--- src/hdl/mbrtu_pkg.sv ---
`timescale 1ns / 1ps
package mbrtu_pkg;

  typedef struct packed {
    logic [1:0]  operation;
    logic [15:0] first_register;
    logic [4:0]  register_count;
    logic [7:0]  rx_byte;
  } in_item_t;

  typedef struct packed {
    logic [1:0] kind;
    logic [7:0] data_byte;
    logic [1:0] error_code;
    logic       last;
  } out_item_t;

  localparam logic [1:0] OP_START = 2'd0;
  localparam logic [1:0] OP_BYTE  = 2'd1;
  localparam logic [1:0] OP_TICK  = 2'd2;

  localparam logic [1:0] KIND_TX      = 2'd0;
  localparam logic [1:0] KIND_PAYLOAD = 2'd1;
  localparam logic [1:0] KIND_DONE    = 2'd2;
  localparam logic [1:0] KIND_FAIL    = 2'd3;

  localparam logic [1:0] ERR_NONE    = 2'd0;
  localparam logic [1:0] ERR_TIMEOUT = 2'd1;
  localparam logic [1:0] ERR_INVALID = 2'd2;
  localparam logic [1:0] ERR_CRC     = 2'd3;

  localparam logic [0:0] REG_ADDR    = 1'd0;
  localparam logic [0:0] REG_TIMEOUT = 1'd1;

  localparam logic [15:0] CRC_INIT  = 16'hFFFF;
  localparam logic [15:0] CRC_POLY  = 16'hA001;
  localparam logic [7:0]  FUNC_READ = 8'h03;

  typedef enum logic [2:0] {
    ST_IDLE,
    ST_DECODE,
    ST_CRC,
    ST_TX,
    ST_PAYLOAD,
    ST_EMIT
  } state_t;

endpackage

--- src/hdl/modbus_rtu_read_transaction_unit.sv ---
`timescale 1ns / 1ps
// Modbus RTU read-holding-registers master. Input items are start (op 0), received
// byte (op 1) and millisecond tick (op 2); results are transmit bytes, payload bytes,
// done and failed. The CRC-16 runs one bit a cycle. A received byte is decoded, runs
// eight CRC steps and returns to idle; the last byte of a frame instead sends the
// payload bytes from the internal store and the done result if the frame is good, else
// it resends the request. A tick fails the transaction, resends the request or returns
// to idle. A request runs eight CRC steps on each of its six header bytes, then sends
// two CRC bytes. One item is worked on at a time; results leave through a single output
// register and the input stalls until the last result of the item is in that register.
module modbus_rtu_read_transaction_unit #(
  parameter int MAX_REGISTERS = 16,
  parameter int RETRY_MS      = 100
) (
  input  logic                  clk,
  input  logic                  rst_n,
  input  logic                  in_valid,
  output logic                  in_stall,
  input  mbrtu_pkg::in_item_t   in_data,
  output logic                  out_valid,
  input  logic                  out_stall,
  output mbrtu_pkg::out_item_t  out_data,
  input  logic                  cfg_we,
  input  logic [0:0]            cfg_index,
  input  logic [15:0]           cfg_wdata
);

  localparam int DEPTH = 2 * MAX_REGISTERS;
  localparam int AW    = (DEPTH > 1) ? $clog2(DEPTH) : 1;
  localparam logic [4:0]  MAXC  = 5'(MAX_REGISTERS);
  localparam logic [15:0] RETRY = 16'(RETRY_MS);

  // configuration
  logic [7:0]  dev_addr_r;
  logic [15:0] timeout_r;

  // transaction state
  mbrtu_pkg::state_t state_r, state_nxt;
  logic        phase_r, phase_nxt;
  logic [15:0] first_reg_r, first_reg_nxt;
  logic [4:0]  count_r, count_nxt;
  logic [15:0] rcrc_r, rcrc_nxt;     // receive CRC
  logic [15:0] tcrc_r, tcrc_nxt;     // transmit CRC
  logic [5:0]  rxcnt_r, rxcnt_nxt;
  logic [15:0] overall_r, overall_nxt;
  logic [15:0] attempt_r, attempt_nxt;
  logic [1:0]  lasterr_r, lasterr_nxt;
  logic        hdr_bad_r, hdr_bad_nxt;

  // bit-serial work registers
  logic [7:0]  byte_r, byte_nxt;
  logic [3:0]  bit_r, bit_nxt;
  logic [2:0]  txi_r, txi_nxt;       // request byte index
  logic        crc_sel_r, crc_sel_nxt; // 1: transmit CRC
  logic        frame_end_r, frame_end_nxt;
  logic [AW:0] pidx_r, pidx_nxt;

  // output register
  logic                 ov_r, ov_nxt;
  mbrtu_pkg::out_item_t od_r, od_nxt;

  // payload store
  logic [7:0]    store [DEPTH];
  logic          st_we;
  logic [AW-1:0] st_waddr;
  logic [7:0]    st_rdata;
  logic [AW-1:0] st_raddr;

  logic [4:0]  cnt_clamp;
  logic [5:0]  two_cnt;
  logic [15:0] crc_cur, crc_step;
  logic [7:0]  tx_byte;
  logic        out_free;

  assign in_stall  = (state_r != mbrtu_pkg::ST_IDLE);
  assign out_valid = ov_r;
  assign out_data  = od_r;
  assign out_free  = !ov_r || !out_stall;
  assign two_cnt   = {count_r, 1'b0};

  always_comb begin
    cnt_clamp = in_data.register_count;
    if (cnt_clamp == 5'd0) cnt_clamp = 5'd1;
    if (cnt_clamp > MAXC) cnt_clamp = MAXC;
  end

  // request byte for the current index
  always_comb begin
    case (txi_r)
      3'd0:    tx_byte = dev_addr_r;
      3'd1:    tx_byte = mbrtu_pkg::FUNC_READ;
      3'd2:    tx_byte = first_reg_r[15:8];
      3'd3:    tx_byte = first_reg_r[7:0];
      3'd4:    tx_byte = 8'd0;
      3'd5:    tx_byte = {3'd0, count_r};
      3'd6:    tx_byte = tcrc_r[7:0];
      default: tx_byte = tcrc_r[15:8];
    endcase
  end

  // one CRC bit step
  always_comb begin
    crc_cur  = crc_sel_r ? tcrc_r : rcrc_r;
    crc_step = crc_cur[0] ? ((crc_cur >> 1) ^ mbrtu_pkg::CRC_POLY) : (crc_cur >> 1);
  end

  assign st_raddr = pidx_r[AW-1:0];

  always_ff @(posedge clk) begin
    if (st_we) store[st_waddr] <= byte_r;
    st_rdata <= store[st_raddr];
  end

  always_ff @(posedge clk) begin
    if (!rst_n) begin
      dev_addr_r <= 8'd1;
      timeout_r  <= 16'd1000;
    end else if (cfg_we) begin
      unique case (cfg_index)
        mbrtu_pkg::REG_ADDR:    dev_addr_r <= cfg_wdata[7:0];
        mbrtu_pkg::REG_TIMEOUT: timeout_r  <= cfg_wdata;
        default: ;
      endcase
    end
  end

  always_ff @(posedge clk) begin
    if (!rst_n) begin
      state_r   <= mbrtu_pkg::ST_IDLE;
      phase_r   <= 1'b0;
      first_reg_r <= '0;
      count_r   <= '0;
      rcrc_r    <= mbrtu_pkg::CRC_INIT;
      tcrc_r    <= '0;
      rxcnt_r   <= '0;
      overall_r <= '0;
      attempt_r <= '0;
      lasterr_r <= mbrtu_pkg::ERR_TIMEOUT;
      hdr_bad_r <= 1'b0;
      ov_r      <= 1'b0;
    end else begin
      state_r   <= state_nxt;
      phase_r   <= phase_nxt;
      first_reg_r <= first_reg_nxt;
      count_r   <= count_nxt;
      rcrc_r    <= rcrc_nxt;
      tcrc_r    <= tcrc_nxt;
      rxcnt_r   <= rxcnt_nxt;
      overall_r <= overall_nxt;
      attempt_r <= attempt_nxt;
      lasterr_r <= lasterr_nxt;
      hdr_bad_r <= hdr_bad_nxt;
      ov_r      <= ov_nxt;
    end
  end

  always_ff @(posedge clk) begin
    byte_r      <= byte_nxt;
    bit_r       <= bit_nxt;
    txi_r       <= txi_nxt;
    crc_sel_r   <= crc_sel_nxt;
    frame_end_r <= frame_end_nxt;
    pidx_r      <= pidx_nxt;
    od_r        <= od_nxt;
  end

  always_comb begin
    state_nxt = state_r;
    phase_nxt = phase_r;
    first_reg_nxt = first_reg_r;
    count_nxt = count_r;
    rcrc_nxt = rcrc_r;
    tcrc_nxt = tcrc_r;
    rxcnt_nxt = rxcnt_r;
    overall_nxt = overall_r;
    attempt_nxt = attempt_r;
    lasterr_nxt = lasterr_r;
    hdr_bad_nxt = hdr_bad_r;
    byte_nxt = byte_r;
    bit_nxt = bit_r;
    txi_nxt = txi_r;
    crc_sel_nxt = crc_sel_r;
    frame_end_nxt = frame_end_r;
    pidx_nxt = pidx_r;
    ov_nxt = ov_r;
    od_nxt = od_r;
    st_we = 1'b0;
    st_waddr = rxcnt_r[AW-1:0] - AW'(3);

    // drain the output register
    if (ov_r && !out_stall) ov_nxt = 1'b0;

    unique case (state_r)
      mbrtu_pkg::ST_IDLE: begin
        if (in_valid) begin
          byte_nxt = in_data.rx_byte;
          state_nxt = mbrtu_pkg::ST_DECODE;
        end
        // hold the item fields by capturing them now
        if (in_valid && in_data.operation == mbrtu_pkg::OP_START) begin
          first_reg_nxt = in_data.first_register;
          count_nxt = cnt_clamp;
          lasterr_nxt = mbrtu_pkg::ERR_TIMEOUT;
          overall_nxt = '0;
          if (timeout_r == 16'd0) begin
            phase_nxt = 1'b0;
            bit_nxt = 4'd0;
            state_nxt = mbrtu_pkg::ST_EMIT;
          end else begin
            phase_nxt = 1'b1;
            state_nxt = mbrtu_pkg::ST_TX;
            txi_nxt = 3'd0;
            bit_nxt = 4'd0;
            tcrc_nxt = mbrtu_pkg::CRC_INIT;
            rcrc_nxt = mbrtu_pkg::CRC_INIT;
            rxcnt_nxt = '0;
            hdr_bad_nxt = 1'b0;
            attempt_nxt = '0;
          end
        end else if (in_valid && in_data.operation == mbrtu_pkg::OP_BYTE && phase_r) begin
          state_nxt = mbrtu_pkg::ST_DECODE;
        end else if (in_valid && in_data.operation == mbrtu_pkg::OP_TICK && phase_r) begin
          if (overall_r != 16'hFFFF) overall_nxt = overall_r + 16'd1;
          if (attempt_r != 16'hFFFF) attempt_nxt = attempt_r + 16'd1;
          state_nxt = mbrtu_pkg::ST_EMIT;
          frame_end_nxt = 1'b1; // EMIT does not read this; it decides on bit_r 15
          bit_nxt = 4'd15;
        end else if (in_valid) begin
          state_nxt = mbrtu_pkg::ST_IDLE;
        end
      end

      // received byte: header check and store write, then CRC
      mbrtu_pkg::ST_DECODE: begin
        if (rxcnt_r == 6'd0 && byte_r != dev_addr_r) hdr_bad_nxt = 1'b1;
        if (rxcnt_r == 6'd1 && byte_r != mbrtu_pkg::FUNC_READ) hdr_bad_nxt = 1'b1;
        if (rxcnt_r == 6'd2 && byte_r != {2'd0, two_cnt}) hdr_bad_nxt = 1'b1;
        if (rxcnt_r >= 6'd3 && rxcnt_r < 6'd3 + two_cnt) st_we = 1'b1;
        rcrc_nxt = rcrc_r ^ {8'd0, byte_r};
        crc_sel_nxt = 1'b0;
        bit_nxt = 4'd0;
        frame_end_nxt = (rxcnt_r + 6'd1 >= 6'd5 + two_cnt);
        rxcnt_nxt = rxcnt_r + 6'd1;
        state_nxt = mbrtu_pkg::ST_CRC;
      end

      mbrtu_pkg::ST_CRC: begin
        rcrc_nxt = crc_step;
        bit_nxt = bit_r + 4'd1;
        if (bit_r == 4'd7) begin
          if (!frame_end_r) begin
            state_nxt = mbrtu_pkg::ST_IDLE;
          end else if (hdr_bad_r || crc_step != 16'd0) begin
            lasterr_nxt = hdr_bad_r ? mbrtu_pkg::ERR_INVALID : mbrtu_pkg::ERR_CRC;
            state_nxt = mbrtu_pkg::ST_TX;
            txi_nxt = 3'd0;
            bit_nxt = 4'd0;
            tcrc_nxt = mbrtu_pkg::CRC_INIT;
          end else begin
            pidx_nxt = '0;
            bit_nxt = 4'd0;
            state_nxt = mbrtu_pkg::ST_PAYLOAD;
          end
        end
      end

      // request: bit 0 loads, bits 1..8 run CRC for bytes 0..5, then emit
      mbrtu_pkg::ST_TX: begin
        crc_sel_nxt = 1'b1;
        if (bit_r == 4'd0) begin
          if (txi_r < 3'd6) tcrc_nxt = tcrc_r ^ {8'd0, tx_byte};
          bit_nxt = (txi_r < 3'd6) ? 4'd1 : 4'd9;
        end else if (bit_r < 4'd9) begin
          tcrc_nxt = crc_step;
          bit_nxt = bit_r + 4'd1;
        end else if (out_free) begin
          ov_nxt = 1'b1;
          od_nxt = '{kind: mbrtu_pkg::KIND_TX, data_byte: tx_byte,
                     error_code: mbrtu_pkg::ERR_NONE, last: (txi_r == 3'd7)};
          bit_nxt = 4'd0;
          txi_nxt = txi_r + 3'd1;
          if (txi_r == 3'd7) begin
            rcrc_nxt = mbrtu_pkg::CRC_INIT;
            rxcnt_nxt = '0;
            hdr_bad_nxt = 1'b0;
            attempt_nxt = '0;
            state_nxt = mbrtu_pkg::ST_IDLE;
          end
        end
      end

      // payload: bit_r 0 waits for the store read, 1 emits
      mbrtu_pkg::ST_PAYLOAD: begin
        if (pidx_r == (AW+1)'(two_cnt)) begin
          if (out_free) begin
            ov_nxt = 1'b1;
            od_nxt = '{kind: mbrtu_pkg::KIND_DONE, data_byte: 8'd0,
                       error_code: mbrtu_pkg::ERR_NONE, last: 1'b1};
            phase_nxt = 1'b0;
            rxcnt_nxt = '0;
            rcrc_nxt = mbrtu_pkg::CRC_INIT;
            hdr_bad_nxt = 1'b0;
            state_nxt = mbrtu_pkg::ST_IDLE;
          end
        end else if (bit_r == 4'd0) begin
          bit_nxt = 4'd1;
        end else if (out_free) begin
          ov_nxt = 1'b1;
          od_nxt = '{kind: mbrtu_pkg::KIND_PAYLOAD, data_byte: st_rdata,
                     error_code: mbrtu_pkg::ERR_NONE, last: 1'b0};
          pidx_nxt = pidx_r + (AW+1)'(1);
          bit_nxt = 4'd0;
        end
      end

      // single result: timeout fail, or tick decision
      mbrtu_pkg::ST_EMIT: begin
        if (bit_r == 4'd15) begin
          bit_nxt = 4'd0;
          if (overall_r >= timeout_r) begin
            phase_nxt = 1'b0;
            rxcnt_nxt = '0;
            rcrc_nxt = mbrtu_pkg::CRC_INIT;
            hdr_bad_nxt = 1'b0;
          end else if (attempt_r >= RETRY) begin
            state_nxt = mbrtu_pkg::ST_TX;
            txi_nxt = 3'd0;
            tcrc_nxt = mbrtu_pkg::CRC_INIT;
          end else begin
            state_nxt = mbrtu_pkg::ST_IDLE;
          end
        end else if (out_free) begin
          ov_nxt = 1'b1;
          od_nxt = '{kind: mbrtu_pkg::KIND_FAIL, data_byte: 8'd0,
                     error_code: lasterr_r, last: 1'b1};
          state_nxt = mbrtu_pkg::ST_IDLE;
        end
      end

      default: state_nxt = mbrtu_pkg::ST_IDLE;
    endcase
  end

  // checks
  a_no_accept_busy: assert property (@(posedge clk) disable iff (!rst_n)
    (state_r != mbrtu_pkg::ST_IDLE) |-> in_stall)
    else $error("input accepted while busy");
  a_out_hold: assert property (@(posedge clk) disable iff (!rst_n)
    (ov_r && out_stall) |=> (ov_r && $stable(od_r)))
    else $error("stalled result changed");
  a_done_ends_phase: assert property (@(posedge clk) disable iff (!rst_n)
    (state_r == mbrtu_pkg::ST_PAYLOAD && state_nxt == mbrtu_pkg::ST_IDLE) |=> !phase_r)
    else $error("phase still open after done");
  a_rxcnt_bound: assert property (@(posedge clk) disable iff (!rst_n)
    phase_r |-> (rxcnt_r <= 6'd5 + two_cnt))
    else $error("receive count overran frame");

endmodule

--- config.mk ---
export PLATFORM = sky130hd
export DESIGN_NAME = modbus_rtu_read_transaction_unit
export DESIGN_NICKNAME = d
export VERILOG_FILES = /design/src/hdl/mbrtu_pkg.sv /design/src/hdl/modbus_rtu_read_transaction_unit.sv
export SDC_FILE = /design/constraint.sdc
export NUM_CORES = 1
export LEC_CHECK = 0
export CORE_MARGIN = 3
export CORE_UTILIZATION = 48
export DETAILED_ROUTE_END_ITERATION = 12
export DONT_BUFFER_PORTS = 1
export GPL_TIMING_DRIVEN = 0
export PLACE_DENSITY = 0.7
export SLEW_MARGIN = 30
export SYNTH_ARGS = -nofsm -noshare
export SYNTH_HDL_FRONTEND = slang
export SYNTH_SLANG_ARGS = --single-unit
--- constraint.sdc ---
create_clock -name clk -period 3.85 [get_ports clk]
set_clock_uncertainty 0.1 [all_clocks]
set_input_delay 0.1925 -clock clk [delete_from_list [all_inputs] [get_ports clk]]
set_output_delay 0.1925 -clock clk [all_outputs]
set_load 0.005 [all_outputs]
======== After elaboration in Yosys (flattened, before gate mapping) ========
Memory sizes are Yosys's and may differ from the RTL's. A register that Yosys moved wholly into a read port is not among the register bits.
Index checks and enable logic that the tools add are counted.
storage, ports and cells
  output and inout bits ................... 15
  bits in latches ......................... 0
  register bits ........................... 159
  bits in read-only memories .............. 0
  logic and storage cells ................. 310
  memories ................................ 1
  memory bits (writable) .................. 256
  bits of input ports ..................... 53
cells by class
  add/sub/neg operators ................... 9
  multiply operators ...................... 0
  muxes and demuxes ....................... 151
  shift-type cells ........................ 0
  eq/ne operators ......................... 60
  bitwise logic cells ..................... 4
  div/mod/pow operators ................... 0
  reductions and logical operators ........ 53
  magnitude comparators ................... 8
memory list
  name   depth  width  read ports  clocked after memory_dff  wr ports  RTL line                                RTL
  store  32     8      1           1                         1         modbus_rtu_read_transaction_unit.sv:63  logic [7:0] store [DEPTH];
operators with widths
  kind                   count
  $mux 16                34
  $mux 13                9
  $mux 6                 16
  $pmux 16 s6            1
  $mux 3                 27
  $pmux 16 s4            1
  $pmux 8 s7             1
  $mux 4                 12
  $ne 2x2->1 const B     24
  $pmux 13 s3            1
  $reduce_and 11->1      3
  $add 16x1->16 const B  2
  $ne 16x16->1 const B   2
  $pmux 16 s2            1
  $xor 16x8->16          2
  $mux 1                 30
  $ne 3x3->1 const B     10
  $pmux 6 s5             1
  $pmux 4 s6             1
  $reduce_and 12->1      2
  $eq 3x3->1 const B     6
  $pmux 3 s6             1
  $reduce_and 9->1       2
  $ge 16x16->1           1
  58 further kinds       95

======== Longest topological paths before layout ========
  depth after elaboration ................. 9
  mapped depth ............................ 11
  depth with buffers taken out ............ 9

======== Least setup slack after synthesis ========
OpenSTA, ideal clock, no wires.
  path kind ............................... reg2reg
  start ................................... register count_r[2]
  end ..................................... register od_r, in the netlist out_data[0], enable pin
  cell stages (with the launch flop) ...... 8
  data arrival time ....................... 2665 ps
  data required time ...................... 3344 ps
  slack ................................... 679 ps
  path through ............................ dfxtp_1 > clkbuf_1 > xor2_1 > nor4_1 > and2_0 > nor2_1 > clkbuf_1 > a221oi_1
between the ends
  word-level cells in the longest chain between the ends .. 3
ends and longest elaborated chain
  item                          RTL line                                 RTL
  from (decl)                   modbus_rtu_read_transaction_unit.sv:41   logic [4:0] count_r, count_nxt;
  from (signal assigned)        modbus_rtu_read_transaction_unit.sv:145  count_r <= count_nxt;
  $eq 6x6->1 *                  modbus_rtu_read_transaction_unit.sv:294  if (pidx_r == (AW+1)'(two_cnt)) begin
  $ne 3x3->1 (no line)          n/a
  $reduce_and 9->1 (no line) *  n/a
  to (signal assigned)          modbus_rtu_read_transaction_unit.sv:164  od_r <= od_nxt;
  to (decl)                     modbus_rtu_read_transaction_unit.sv:60   mbrtu_pkg::out_item_t od_r, od_nxt;
Every way passes the cells marked *; elsewhere a longest branch is shown, timed or not.
A chain may end at the register's enable or synchronous reset.

======== Final worst setup path ========
  start ................................... register count_r[1]
  end ..................................... memory store[18][0], enable pin
between the ends
  word-level cells in the longest chain between the ends .. 7
ends and longest elaborated chain
  item                          RTL line                                 RTL
  $add 2x6->6                   modbus_rtu_read_transaction_unit.sv:238  if (rxcnt_r >= 6'd3 && rxcnt_r < 6'd3 + two_cnt) st_we = 1'b1;
  $lt 6x6->1                    modbus_rtu_read_transaction_unit.sv:238
  $logic_and 1x1->1             modbus_rtu_read_transaction_unit.sv:238
  $mux 1                        modbus_rtu_read_transaction_unit.sv:238
  $mux 1                        modbus_rtu_read_transaction_unit.sv:193  unique case (state_r)
  $mux 1                        modbus_rtu_read_transaction_unit.sv:110  if (st_we) store[st_waddr] <= byte_r;
  $mux 1 (implied by the code)  modbus_rtu_read_transaction_unit.sv:110
  to (decl)                     modbus_rtu_read_transaction_unit.sv:63
No other way between the ends.

==> results.json <==
{
  "grt_use_total_pct": 25.2,
  "setup_viol": 48,
  "drc": 0,
  "hold_viol_final": 0,
  "io_pins": 68,
  "place.gp.congestion": 1.01,
  "fin_crit_ns": 3.91,
  "path_clk_slew_ns": 0.06,
  "die_w_um": 207,
  "grt_pass1_vias": 13200,
  "whs_ns": 0.0452,
  "clock-root-buffer": "clkbuf_16",
  "rows": 72,
  "viasPerCell": 6.19,
  "wl_per_cell_um": 24.3,
  "synth.most_common_cell": "edfxtp_1",
  "antenna_found_initial": 1,
  "layout-drive-gt1-share_pct": 15.0,
  "synth_warnings": 0,
  "power.density_nw_per_um2": 497,
  "worstSetupStartpoint": "count_r[1]",
  "p_leak_nw": 7.49,
  "ys_ff_latch": 423,
  "yosysUniqueCellTypes": 77,
  "grt_pass1_wl_um": 80500,
  "min_path_type": "in2reg",
  "synth-edff-count": 292,
  "fin_area_um2": 22400,
  "place_hpwl_um": 37100,
  "cp_max_fo": 8,
  "ant_nets": 0,
  "nFillCells": 3129,
  "violations": "setup timing",
  "postCtsSetupRepairBufs": 0,
  "drt-total-wl_um": 53400,
  "period_share_pct": 102,
  "die_h_um": 207,
  "slew_headroom_pct": 32.3,
  "gr-total-overflow": 0,
  "cts_max_path_buffers": 3,
  "reg2reg_depth": 9,
  "synth_top_area_cell": "edfxtp_1",
  "netlist_area_um2": 19300,
  "status": "finished, violations left",
  "worstReg2RegStart": "count_r[1]",
  "start_util_pct": 49.2,
  "critPathLaunchType": "register",
  "antenna_cells": 0,
  "final_nets": 1743,
  "synth.top_cell.area_share_pct": 45.4,
  "rsz0062_at_grt": "yes",
  "htreeDepth": 2,
  "io_buffer_count": 0,
  "synthTopCellsByCount": "292 x edfxtp_1, 156 x nand2_1, 131 x dfxtp_1",
  "initialDrtViolationCount": 1344,
  "cts_sinks": 423,
  "dominantRegCellSynth": "edfxtp_1",
  "worst_ep_required_time_ns": 3.96,
  "maxCapViolations": 0,
  "async_flop_share_pct": 0,
  "syn_nets": 1615,
  "worstSetupPathType": "reg2reg",
  "netlist_top_cells_area": "edfxtp_1 45%, dfxtp_1 14%, mux4_2 9.3%, nand2_1 3.0%, ha_1 2.9%",
  "clock.fmax_mhz": 255,
  "drv_slew": 0,
  "fin_ws_ns": -0.0648,
  "cts_buffers": 45,
  "synth_area_per_cell_um2": 12.7,
  "whs_endpoint": "byte_r[4]",
  "tightest_slew_ns": 1.01,
  "coreArea_um2": 39200,
  "fp.dieArea_um2": 42600,
  "ys_seq_area_share_pct": 59.0,
  "area_growth_pct": 16.0,
  "timing.rr.end": "store[18][0]",
  "fin_util_pct": 57.1,
  "first_pass_iters": 7,
  "r2r_slack_ns": -0.06,
  "worstHoldStart": "in_valid",
  "dpl_cell_area_um2": 20200,
  "ir_drop_mv": 0.379,
  "grt_max_degree": 27,
  "cts_tree": "done",
  "synthCells": 1517,
  "end_kind": "register",
  "holdPathStages": 1,
  "clock_latency_ns": 0.60,
  "critPathArrivalTime_ns": 4.03,
  "via_count": 13600,
  "power_mw": 11.1
}
[stage by stage]
step / setup TNS, ns / cells / setup WS [ns]
after floorplan: 0 / 1517 / 0.679
after global placement: -9.81 / 2035 / -0.756
after detailed placement: 0 / 2051 / 0.00895
after CTS: -0.00314 / 2200 / -0.00186
after global routing: -19.55 / 2200 / -0.211
final: -1.23 / 2200 / -0.0648
[timing repair]
item | in CTS | in global routing
hold endpoints to repair | 56 | 0
resized for setup | 1 | 19
gates cloned | 0 | 0
hold buffers | 65 | 0
setup endpoints to repair | 8 | 248
[worst max-delay path by stage]
stage                     slack, ns            to  depth (start not counted)
after floorplan                0.68   out_data[0]                          7
after global placement        -0.76   out_data[4]                          7
after detailed placement      0.009   store[2][3]                          9
after CTS                    -0.002   store[6][3]                          9
after global routing          -0.21  store[18][0]                          9
final                         -0.06  store[18][0]                          9
[metal layers]
layer  up-vias  routed length, µm  share of wire (%)  GRT usage [%]
met2       635              24400                 46           38.5
met5         -                 13              0.024              0
li1       6050                  -                  -              -
met1      6825              22400                 42           36.6
met3        96               5190                9.7           5.12
met4         2               1390                2.6           8.07
[power breakdown]
group / internal, mW / switching, mW
sequential: 5.09 / 0.200
combinational: 0.516 / 0.892
clock: 2.58 / 1.84
total: 8.19 / 2.93
[flip-flops by register name (all words and copies together), names as in the netlist]
name / flops
attempt_r: 16
bit_r: 4
byte_r: 8
count_r: 5
crc_sel_r: 1
dev_addr_r: 8
first_reg_r: 16
frame_end_r: 1
hdr_bad_r: 1
lasterr_r: 2
out_data: 13
out_valid: 1
overall_r: 16
phase_r: 1
pidx_r: 6
rcrc_r: 16
rxcnt_r: 6
st_rdata: 8
state_r: 3
store: 256
tcrc_r: 16
timeout_r: 16
txi_r: 3
[layout by cell type (no fill, tap or decap), types with 7 or more instances in the layout]
| cell type | n |
|---|---|
| edfxtp_1 | 292 |
| nand2_1 | 156 |
| dfxtp_1 | 131 |
| nor2_1 | 99 |
| a21oi_1 | 88 |
| mux4_2 | 80 |
| clkbuf_1 | 69 |
| dlygate4sd3_1 | 65 |
| o21ai_0 | 62 |
| xor2_1 | 47 |
| clkbuf_16 | 45 |
| ha_1 | 44 |
| inv_1 | 37 |
| nand3_1 | 37 |
| mux2_2 | 25 |
| nor3_1 | 20 |
| nor2_2 | 20 |
| o22ai_1 | 19 |
| nor4_1 | 18 |
| nand4_1 | 18 |
| o211ai_1 | 18 |
| clkinv_1 | 13 |
| buf_2 | 13 |
| a22oi_1 | 13 |
| or3_1 | 12 |
| a31oi_1 | 12 |
| buf_6 | 11 |
| nor2b_1 | 11 |
| and3_1 | 11 |
| a211oi_1 | 11 |
| xnor2_1 | 10 |
| and2_1 | 9 |
| a21o_1 | 9 |
| nand3b_1 | 8 |
| o221a_2 | 8 |
| a222oi_1 | 7 |
| nand2b_1 | 7 |
| and4_1 | 7 |
[kinds of logic (layout without fill, tap and decap cells)]
| group | Yosys count | in the layout | synth area share (%) |
|---|---|---|---|
| AO/OA/AOI/OAI | 302 | 302 | 10.5 |
| XOR/XNOR | 57 | 57 | 2.59 |
| adder cells (fa/ha/maj) | 45 | 45 | 2.96 |
| buffers and inverters | 123 | 288 | 2.55 |
| flip-flops | 423 | 423 | 59.0 |
| multiplexers | 110 | 110 | 11.1 |
| AND/OR/NAND/NOR | 457 | 457 | 11.3 |
[worst max-delay path: stages (launching register included)]
cell and delay, ns:
dfxtp_1 0.59, ha_1 0.32, inv_1 0.05, ha_1 0.21
nor2b_1 0.13, o21a_1 0.16, o21a_1 0.16, o21ai_0 0.36
nand3_1 0.61, nor2_1 0.84
[final cells by class]
type | instances | area (µm²) | share of cell area [%]
repair buffers | 81 | 866 | 3.87
clock inverters | 27 | 300 | 1.34
plain buffers | 85 | 353 | 1.58
well taps | 518 | 648 | 2.89
clock buffers | 57 | 1210 | 5.41
flip-flops and latches | 423 | 11400 | 50.9
inverters | 38 | 143 | 0.637
multi-input cells | 971 | 7480 | 33.4
Note: power is estimated with default switching activity, not from simulation.
